`src/rtl/brbc_pkg.sv`:
```
`timescale 1ns / 1ps
package brbc_pkg;

    localparam int unsigned BITS_PER_BYTE = 8;
    localparam logic [7:0] BYTE_ONES = 8'hFF;
    localparam int unsigned COUNT_W = 35;
    localparam int unsigned SIZE_W = 32;

    typedef enum logic [1:0] {
        OP_ZERO,
        OP_START,
        OP_DATA
    } t_op_kind;

    typedef enum logic {
        PH_IDLE,
        PH_COUNT
    } t_phase;

    typedef struct packed {
        t_op_kind          kind;
        logic [SIZE_W-1:0] first_idx;
        logic [SIZE_W-1:0] last_idx;
        logic [7:0]        first_mask;
        logic [7:0]        last_mask;
        logic [7:0]        data;
        logic              last;
    } t_op;

endpackage

```
`src/rtl/brbc_front.sv`:
```
`timescale 1ns / 1ps
module brbc_front (
    input  logic                i_clk,
    input  logic                i_rst_n,
    input  logic                i_valid,
    output logic                o_stall,
    input  logic                i_req_type,
    input  logic signed [63:0]  i_bound_lo,
    input  logic signed [63:0]  i_range_end,
    input  logic                i_unit_is_bit,
    input  logic                i_range_given,
    input  logic                i_key_found,
    input  logic [31:0]         i_value_length,
    input  logic [7:0]          i_data_byte,
    input  logic                i_last_byte,
    output logic                o_push,
    output brbc_pkg::t_op       o_op,
    input  logic                i_ready
);

    logic               r_valid;
    logic               n_valid;
    logic               r_req_type;
    logic               r_unit_is_bit;
    logic               r_range_given;
    logic               r_key_found;
    logic [31:0]        r_size;
    logic signed [63:0] r_s;
    logic signed [63:0] r_e;
    logic [7:0]         r_data;
    logic               r_last;

    logic               accept;
    logic [34:0]        len;
    logic signed [63:0] s_norm;
    logic signed [63:0] e_norm;
    logic [63:0]        sb;
    logic [63:0]        eb;
    logic               bad_range;
    brbc_pkg::t_op      op;

    assign o_stall = r_valid && !i_ready;
    assign accept  = i_valid && !o_stall;
    assign o_push  = r_valid && i_ready;

    // normalize negative bounds against the length in the chosen unit
    assign len    = i_unit_is_bit ? {i_value_length, 3'b000} : {3'b000, i_value_length};
    assign s_norm = i_bound_lo + (i_bound_lo[63] ? $signed({29'd0, len}) : 64'sd0);
    assign e_norm = i_range_end + (i_range_end[63] ? $signed({29'd0, len}) : 64'sd0);

    always_comb begin
        n_valid = r_valid;
        if (accept) begin
            n_valid = 1'b1;
        end else if (o_push) begin
            n_valid = 1'b0;
        end
    end

    always_ff @(posedge i_clk) begin
        if (!i_rst_n) begin
            r_valid <= 1'b0;
        end else begin
            r_valid <= n_valid;
        end
    end

    always_ff @(posedge i_clk) begin
        if (accept) begin
            r_req_type    <= i_req_type;
            r_unit_is_bit <= i_unit_is_bit;
            r_range_given <= i_range_given;
            r_key_found   <= i_key_found;
            r_size        <= i_value_length;
            r_s           <= s_norm;
            r_e           <= e_norm;
            r_data        <= i_data_byte;
            r_last        <= i_last_byte;
        end
    end

    assign sb = r_unit_is_bit ? {3'b000, r_s[63:3]} : r_s;
    assign eb = r_unit_is_bit ? {3'b000, r_e[63:3]} : r_e;
    assign bad_range = r_s[63] || r_e[63] || (r_s > r_e)
                       || (sb >= {32'd0, r_size}) || (eb >= {32'd0, r_size});

    always_comb begin
        op.kind       = brbc_pkg::OP_DATA;
        op.first_idx  = sb[31:0];
        op.last_idx   = eb[31:0];
        op.first_mask = brbc_pkg::BYTE_ONES;
        op.last_mask  = brbc_pkg::BYTE_ONES;
        op.data       = r_data;
        op.last       = r_last;
        if (!r_req_type) begin
            if (!r_key_found) begin
                op.kind = brbc_pkg::OP_ZERO;
            end else if (!r_range_given) begin
                op.first_idx = '0;
                op.last_idx  = r_size - 32'd1;
                op.kind      = (r_size == '0) ? brbc_pkg::OP_ZERO : brbc_pkg::OP_START;
            end else if (bad_range) begin
                op.kind = brbc_pkg::OP_ZERO;
            end else begin
                op.kind = brbc_pkg::OP_START;
                if (r_unit_is_bit) begin
                    op.first_mask = brbc_pkg::BYTE_ONES >> r_s[2:0];
                    op.last_mask  = brbc_pkg::BYTE_ONES << (~r_e[2:0]);
                end
            end
        end
    end

    assign o_op = op;

`ifndef SYNTHESIS
    a_stage_hold: assert property (@(posedge i_clk) disable iff (!i_rst_n)
        (r_valid && !i_ready) |=> (r_valid && $stable(r_s) && $stable(r_req_type)))
        else $error("front stage lost a held word");
`endif

endmodule

```
`src/rtl/brbc_queue.sv`:
```
`timescale 1ns / 1ps
module brbc_queue #(
    parameter int unsigned DEPTH = 4
) (
    input  logic          i_clk,
    input  logic          i_rst_n,
    input  logic          i_push,
    input  brbc_pkg::t_op i_op,
    output logic          o_ready,
    output logic          o_valid,
    output brbc_pkg::t_op o_op,
    input  logic          i_pop
);

    localparam int unsigned AW = $clog2(DEPTH);
    localparam int unsigned CW = $clog2(DEPTH + 1);

    brbc_pkg::t_op r_mem [DEPTH];
    logic [AW-1:0] r_wr;
    logic [AW-1:0] r_rd;
    logic [CW-1:0] r_count;
    logic [AW-1:0] n_wr;
    logic [AW-1:0] n_rd;
    logic [CW-1:0] n_count;

    assign o_ready = (r_count != CW'(DEPTH));
    assign o_valid = (r_count != '0);
    assign o_op    = r_mem[r_rd];

    always_comb begin
        n_wr    = r_wr;
        n_rd    = r_rd;
        n_count = r_count;
        if (i_push) begin
            n_wr = (r_wr == AW'(DEPTH - 1)) ? '0 : r_wr + 1'b1;
        end
        if (i_pop) begin
            n_rd = (r_rd == AW'(DEPTH - 1)) ? '0 : r_rd + 1'b1;
        end
        case ({i_push, i_pop})
            2'b10:   n_count = r_count + 1'b1;
            2'b01:   n_count = r_count - 1'b1;
            default: n_count = r_count;
        endcase
    end

    always_ff @(posedge i_clk) begin
        if (!i_rst_n) begin
            r_wr    <= '0;
            r_rd    <= '0;
            r_count <= '0;
        end else begin
            r_wr    <= n_wr;
            r_rd    <= n_rd;
            r_count <= n_count;
        end
    end

    always_ff @(posedge i_clk) begin
        if (i_push) begin
            r_mem[r_wr] <= i_op;
        end
    end

`ifndef SYNTHESIS
    a_count_bound: assert property (@(posedge i_clk) disable iff (!i_rst_n)
        r_count <= CW'(DEPTH))
        else $error("queue count beyond depth");
    a_count_step: assert property (@(posedge i_clk) disable iff (!i_rst_n)
        ($past(i_rst_n) && $past(i_push && !i_pop)) |-> r_count == CW'($past(r_count) + 1'b1))
        else $error("queue count missed a push");
`endif

endmodule

```
`src/rtl/brbc_back.sv`:
```
`timescale 1ns / 1ps
module brbc_back (
    input  logic          i_clk,
    input  logic          i_rst_n,
    input  logic          i_q_valid,
    input  brbc_pkg::t_op i_q_op,
    output logic          o_pop,
    output logic          o_valid,
    input  logic          i_stall,
    output logic [34:0]   o_bit_count
);

    brbc_pkg::t_phase r_phase;
    brbc_pkg::t_phase n_phase;
    logic [31:0]      r_pos;
    logic [31:0]      n_pos;
    logic [31:0]      r_first;
    logic [31:0]      n_first;
    logic [31:0]      r_last;
    logic [31:0]      n_last;
    logic [7:0]       r_fmask;
    logic [7:0]       n_fmask;
    logic [7:0]       r_lmask;
    logic [7:0]       n_lmask;
    logic [34:0]      r_count;
    logic [34:0]      n_count;
    logic             r_out_valid;
    logic             n_out_valid;
    logic [34:0]      r_out_count;
    logic [34:0]      n_out_count;

    logic             pop;
    logic             in_range;
    logic [7:0]       masked;
    logic [3:0]       ones;

    function automatic logic [3:0] popcount8(input logic [7:0] b);
        logic [3:0] n;
        n = '0;
        for (int i = 0; i < 8; i++) begin
            n = n + {3'b000, b[i]};
        end
        return n;
    endfunction

    assign pop      = i_q_valid && (!r_out_valid || !i_stall);
    assign o_pop    = pop;
    assign in_range = (r_pos >= r_first) && (r_pos <= r_last);
    assign masked   = i_q_op.data
                      & ((r_pos == r_first) ? r_fmask : brbc_pkg::BYTE_ONES)
                      & ((r_pos == r_last) ? r_lmask : brbc_pkg::BYTE_ONES);
    assign ones     = popcount8(masked);

    always_comb begin
        n_phase     = r_phase;
        n_pos       = r_pos;
        n_first     = r_first;
        n_last      = r_last;
        n_fmask     = r_fmask;
        n_lmask     = r_lmask;
        n_count     = r_count;
        n_out_valid = r_out_valid && i_stall;
        n_out_count = r_out_count;
        if (pop) begin
            case (i_q_op.kind)
                brbc_pkg::OP_ZERO: begin
                    n_phase     = brbc_pkg::PH_IDLE;
                    n_pos       = '0;
                    n_count     = '0;
                    n_fmask     = brbc_pkg::BYTE_ONES;
                    n_lmask     = brbc_pkg::BYTE_ONES;
                    n_out_valid = 1'b1;
                    n_out_count = '0;
                end
                brbc_pkg::OP_START: begin
                    n_phase = brbc_pkg::PH_COUNT;
                    n_pos   = '0;
                    n_count = '0;
                    n_first = i_q_op.first_idx;
                    n_last  = i_q_op.last_idx;
                    n_fmask = i_q_op.first_mask;
                    n_lmask = i_q_op.last_mask;
                end
                brbc_pkg::OP_DATA: begin
                    if (r_phase == brbc_pkg::PH_COUNT) begin
                        if (in_range) begin
                            n_count = r_count + {31'd0, ones};
                        end
                        if (r_pos != '1) begin
                            n_pos = r_pos + 32'd1;
                        end
                        if (i_q_op.last) begin
                            n_phase     = brbc_pkg::PH_IDLE;
                            n_out_valid = 1'b1;
                            n_out_count = n_count;
                        end
                    end
                end
                default: begin
                end
            endcase
        end
    end

    always_ff @(posedge i_clk) begin
        if (!i_rst_n) begin
            r_phase <= brbc_pkg::PH_IDLE;
        end else begin
            r_phase <= n_phase;
        end
    end

    always_ff @(posedge i_clk) begin
        if (!i_rst_n) begin
            r_pos       <= '0;
            r_first     <= '0;
            r_last      <= '0;
            r_fmask     <= brbc_pkg::BYTE_ONES;
            r_lmask     <= brbc_pkg::BYTE_ONES;
            r_count     <= '0;
            r_out_valid <= 1'b0;
        end else begin
            r_pos       <= n_pos;
            r_first     <= n_first;
            r_last      <= n_last;
            r_fmask     <= n_fmask;
            r_lmask     <= n_lmask;
            r_count     <= n_count;
            r_out_valid <= n_out_valid;
        end
    end

    always_ff @(posedge i_clk) begin
        r_out_count <= n_out_count;
    end

    assign o_valid     = r_out_valid;
    assign o_bit_count = r_out_count;

`ifndef SYNTHESIS
    a_zero_reply: assert property (@(posedge i_clk) disable iff (!i_rst_n)
        ($past(i_rst_n) && $past(pop && i_q_op.kind == brbc_pkg::OP_ZERO))
        |-> (o_valid && o_bit_count == '0))
        else $error("zero reply missing");
    a_idle_after_last: assert property (@(posedge i_clk) disable iff (!i_rst_n)
        ($past(i_rst_n) && $past(pop && i_q_op.kind == brbc_pkg::OP_DATA && i_q_op.last))
        |-> r_phase == brbc_pkg::PH_IDLE)
        else $error("counter still busy after last byte");
`endif

endmodule

```
`src/rtl/byte_range_bit_counter_top.sv`:
```
`timescale 1ns / 1ps
// Result path: a word that causes a result on o_valid (a header that answers zero, or the
//   data byte marked last) passes the front register, the queue and the output register.
// Throughput: one word per cycle; the front stage and the queue take words
//   while a finished count waits on i_stall, until the queue fills.
// Reset: synchronous, active low; clears the queue and the counter, no clearing pass.
module byte_range_bit_counter_top #(
    parameter int unsigned QUEUE_DEPTH = 4
) (
    input  logic               i_clk,
    input  logic               i_rst_n,
    input  logic               i_valid,
    output logic               o_stall,
    input  logic               i_req_type,
    input  logic signed [63:0] i_bound_lo,
    input  logic signed [63:0] i_range_end,
    input  logic               i_unit_is_bit,
    input  logic               i_range_given,
    input  logic               i_key_found,
    input  logic [31:0]        i_value_length,
    input  logic [7:0]         i_data_byte,
    input  logic               i_last_byte,
    output logic               o_valid,
    input  logic               i_stall,
    output logic [34:0]        o_bit_count
);

    logic          push;
    logic          q_ready;
    logic          q_valid;
    logic          pop;
    brbc_pkg::t_op push_op;
    brbc_pkg::t_op head_op;

    brbc_front u_front (
        .i_clk          (i_clk),
        .i_rst_n        (i_rst_n),
        .i_valid        (i_valid),
        .o_stall        (o_stall),
        .i_req_type     (i_req_type),
        .i_bound_lo     (i_bound_lo),
        .i_range_end    (i_range_end),
        .i_unit_is_bit  (i_unit_is_bit),
        .i_range_given  (i_range_given),
        .i_key_found    (i_key_found),
        .i_value_length (i_value_length),
        .i_data_byte    (i_data_byte),
        .i_last_byte    (i_last_byte),
        .o_push         (push),
        .o_op           (push_op),
        .i_ready        (q_ready)
    );

    brbc_queue #(
        .DEPTH (QUEUE_DEPTH)
    ) u_queue (
        .i_clk   (i_clk),
        .i_rst_n (i_rst_n),
        .i_push  (push),
        .i_op    (push_op),
        .o_ready (q_ready),
        .o_valid (q_valid),
        .o_op    (head_op),
        .i_pop   (pop)
    );

    brbc_back u_back (
        .i_clk       (i_clk),
        .i_rst_n     (i_rst_n),
        .i_q_valid   (q_valid),
        .i_q_op      (head_op),
        .o_pop       (pop),
        .o_valid     (o_valid),
        .i_stall     (i_stall),
        .o_bit_count (o_bit_count)
    );

endmodule

```
`config.mk`:
```
export PLATFORM = sky130hd
export DESIGN_NAME = byte_range_bit_counter_top
export DESIGN_NICKNAME = d
export VERILOG_FILES = /design/src/rtl/brbc_pkg.sv /design/src/rtl/brbc_front.sv /design/src/rtl/brbc_queue.sv /design/src/rtl/brbc_back.sv /design/src/rtl/byte_range_bit_counter_top.sv
export SDC_FILE = /design/constraint.sdc
export NUM_CORES = 1
export LEC_CHECK = 0
export ABC_CLOCK_PERIOD_IN_PS = 16100
export BUFFER_PORTS_ARGS = -buffer_cell sky130_fd_sc_hd__buf_2
export CORE_MARGIN = 2
export CORE_UTILIZATION = 35
export DETAILED_ROUTE_END_ITERATION = 8
export PLACE_DENSITY = 0.56
export SETUP_SLACK_MARGIN = 0.05
export SYNTH_ARGS = -nofsm -noshare
export SYNTH_HDL_FRONTEND = slang
export SYNTH_SLANG_ARGS = --single-unit
```
`constraint.sdc`:
```
create_clock -name i_clk -period 16.1 [get_ports i_clk]
set_input_delay 4.025 -clock i_clk [delete_from_list [all_inputs] [get_ports i_clk]]
set_output_delay 4.025 -clock i_clk [all_outputs]
set_load 0.02 [all_outputs]
```
==> flow_summary.toml <==
[outcome]
outcome = "finished, final reports clean"

[sta]
final.setup.tns_ps = 0
worstMarginPinSlew_ps = 1230
holdWs_ps = 463
setup_ws_ps = 8050
hold_viol_final = 0
period_share_pct = 50.0
setup_viol = 0
skew_ps = 32.5
period_minus_slack_ps = 8050
max_slew_margin_pct = 17.9
fmax_mhz = 124
rsz0062_at_grt = "false"
slew_violations = 0

[critical_path]
crit_path_start_kind = "input port"
path_cells = "buf_2 > buf_4 > mux2i_1 > nor2b_1 > ha_1 > o21a_1 > a211oi_1 > o22ai_1 > a221oi_1 > o21ai_1 > a41oi_2 > o211ai_1 > nand4_1 > xnor2_1"
critPathMaxStageDelay_ps = 1050
crit_buf_inv = 2
path_max_fanout = 38
critPathSlowestCell = "o211ai_1"
worstPathArrival_ps = 8430
cp.required_ps = 16490
critPathCaptureType = "flop"
critical_path_class = "input port to flop"
crit_family = "compound AO/OA/AOI/OAI gates"

[placement]
gp_congestion = 0.885
place_area_um2 = 42400
place_hpwl_um = 70100
portBuffers = 213
post-place-ws_ps = 7360
dpl.cell_count = 5094

[worst_hold_path]
hold_class = "flop to flop"

[synthesis]
synthCells = 3510
synth_edf_count = 564
synthAdderAreaFrac_pct = 9.32
synth_top_family_by_area = "simple AND/OR/NAND/NOR gates"
synthSimpleGateAreaFrac_pct = 13.8
synthArstFlopShare_pct = 0
ys.flop_type = "edfxtp_1"
ys_warn_count = 0
synthMuxAreaShare_pct = 6.95
synth_compound_area_share_pct = 11.8
synth_xor_area_share_pct = 4.16
ys_types = 87
seq_area_frac_synth_pct = 50.4
syn_nets = 3979
syn_area_um2 = 39800
ys_ff_latch = 721
synth.avg_cell_area_um2 = 11.3

[cts]
numCtsBuffers = 80
htreeDepth = 3
hold_buffers = 0
clockBufferDepth = 3
clk_latency_ps = 650
path_clk_slew_ps = 60
cts_tree = "built"
postCtsSetupRepairBufs = 0
root_buffer = "clkbuf_16"
numClockSinks = 721
postCtsResizedCells = 0

[global_route]
grt_pass1_wl_um = 153000
track_usage_pct = 16.6
grt_pass1_vias = 26900
grt_overflow = 0
grt_antenna_before_repair = 1
grt_max_degree = 101

[routing]
ant_nets = 0
vias_per_cell = 5.17
wl_um = 97800
num_vias = 27100
drt_iter0_drc = 2002
routedWlPerCell_um = 18.7
dr.pass1.iters = 8
drc = 0

[die]
start_util_pct = 35.4
placementRows = 123
dieArea_um2 = 117000
die_w_um = 341
die_y_um = 341
coreArea_um2 = 113000
io_pins = 214

[finish]
antenna_cells = 0
nNetsFinal = 4145
final_cells = 5240
drive_gt1_share_pct = 14.2
area_delta_synth_final_pct = 13.4
fin_area_um2 = 45200
utilization_pct = 40.1
fill_cells = 10900

[power]
leakagePower_nw = 16.6
power_mw = 5.82
power.density_nw_per_um2 = 129
peakVddDrop_v = 0.0000985

[flow_run]
max_cap_violations = 0
cells in the mapped netlist, drive strengths merged, types with 9 or more instances:
| cell type | count | area (µm²) |
|---|---|---|
| a211oi | 19 | 148 |
| a21boi | 81 | 608 |
| a21o | 100 | 751 |
| a21oi | 172 | 861 |
| a31oi | 10 | 62.6 |
| and2 | 28 | 175 |
| and3 | 41 | 258 |
| and4 | 23 | 201 |
| buf | 28 | 138 |
| clkbuf | 126 | 473 |
| dfxtp | 157 | 3140 |
| edfxtp | 564 | 16900 |
| ha | 284 | 3550 |
| inv | 214 | 803 |
| mux2 | 34 | 383 |
| mux2i | 38 | 380 |
| mux4 | 89 | 2000 |
| nand2 | 292 | 1100 |
| nand2b | 18 | 113 |
| nand3 | 146 | 736 |
| nand3b | 11 | 82.6 |
| nand4 | 82 | 513 |
| nand4b | 20 | 175 |
| nor2 | 185 | 697 |
| nor2b | 88 | 551 |
| nor3 | 51 | 260 |
| nor4 | 37 | 293 |
| o2111ai | 12 | 105 |
| o211ai | 28 | 210 |
| o21a | 60 | 450 |
| o21ai | 129 | 649 |
| o21bai | 9 | 67.6 |
| o22ai | 14 | 87.6 |
| or2 | 9 | 56.3 |
| or3 | 27 | 169 |
| xnor2 | 137 | 1200 |
| xor2 | 52 | 455 |
tightest hold or removal path, delay by kind of cell (launching register included):
| family | cells | cell delay (ps) |
|---|---|---|
| flip-flops | 1 | 300 |
| AND/OR/NAND/NOR | 1 | 40 |
| AO/OA/AOI/OAI | 1 | 60 |
sequential cells by signal, summed over array words and instances (netlist names), 8 cells and up, named ones only:
| name | count |
|---|---|
| u_front.r_size | 32 |
| u_back.r_last | 32 |
| u_back.r_first | 32 |
| u_front.r_data | 8 |
| u_back.r_count | 35 |
| u_queue.r_mem | 356 |
| u_back.r_pos | 32 |
| u_front.r_e | 64 |
| u_front.r_s | 64 |
| u_back.o_bit_count | 35 |
cell type report:
class | instances | area (µm²) | area share [%]
Sequential cell | 721 | 20100 | 44.5
Multi-Input combinational cell | 2420 | 18400 | 40.7
Clock buffer | 101 | 2100 | 4.65
Tap cell | 1500 | 1880 | 4.16
Timing Repair Buffer | 238 | 1260 | 2.78
Inverter | 215 | 807 | 1.79
Clock inverter | 45 | 638 | 1.41
logic make-up (layout without fill, tap and decap cells):
group / count (synthesis) / count (layout)
xor+xnor: 189 / 189
simple gates: 1071 / 1071
fa+ha+maj: 292 / 292
mux: 161 / 161
flops: 721 / 721
compound gates: 707 / 707
buf+inv: 369 / 599
layer usage:
metal  vias up  share of wire (%)  wire, µm  GRT usage, %
li1      13400                  -         -             -
met1     13000                 50     48700          24.4
met2       527                 44     43400          25.5
met3       121                3.6      3510          1.94
met4         0                2.2      2160          4.78
met5         -                  0         0             0
placed cells by master, fill, tap and decap left out, types with 100 or more instances in the layout:
cell / count
xnor2_1: 137
edfxtp_1: 564
inv_1: 214
a21o_1: 100
buf_2: 212
o21ai_0: 124
dfxtp_1: 155
ha_1: 284
nor2_1: 183
a21oi_1: 171
nand2_1: 291
nand3_1: 145
report_power, final:
group	switching (mW)	internal (mW)
clock network	0.763	1.16
logic	1.02	0.579
registers	0.0991	2.21
worst paths after layout:
path / from / endpoint / slack (ps) / depth (start not counted)
max: i_unit_is_bit / u_front.r_s[63] / 8050 / 14
min: u_back.r_last[21] / u_back.r_last[21] / 460 / 2
max reg2reg: u_back.r_pos[13] / u_back.o_bit_count[16] / 8790 / 23
min reg2reg: u_back.r_last[21] / u_back.r_last[21] / 460 / 2
Note: power is estimated with default switching activity, not from simulation.
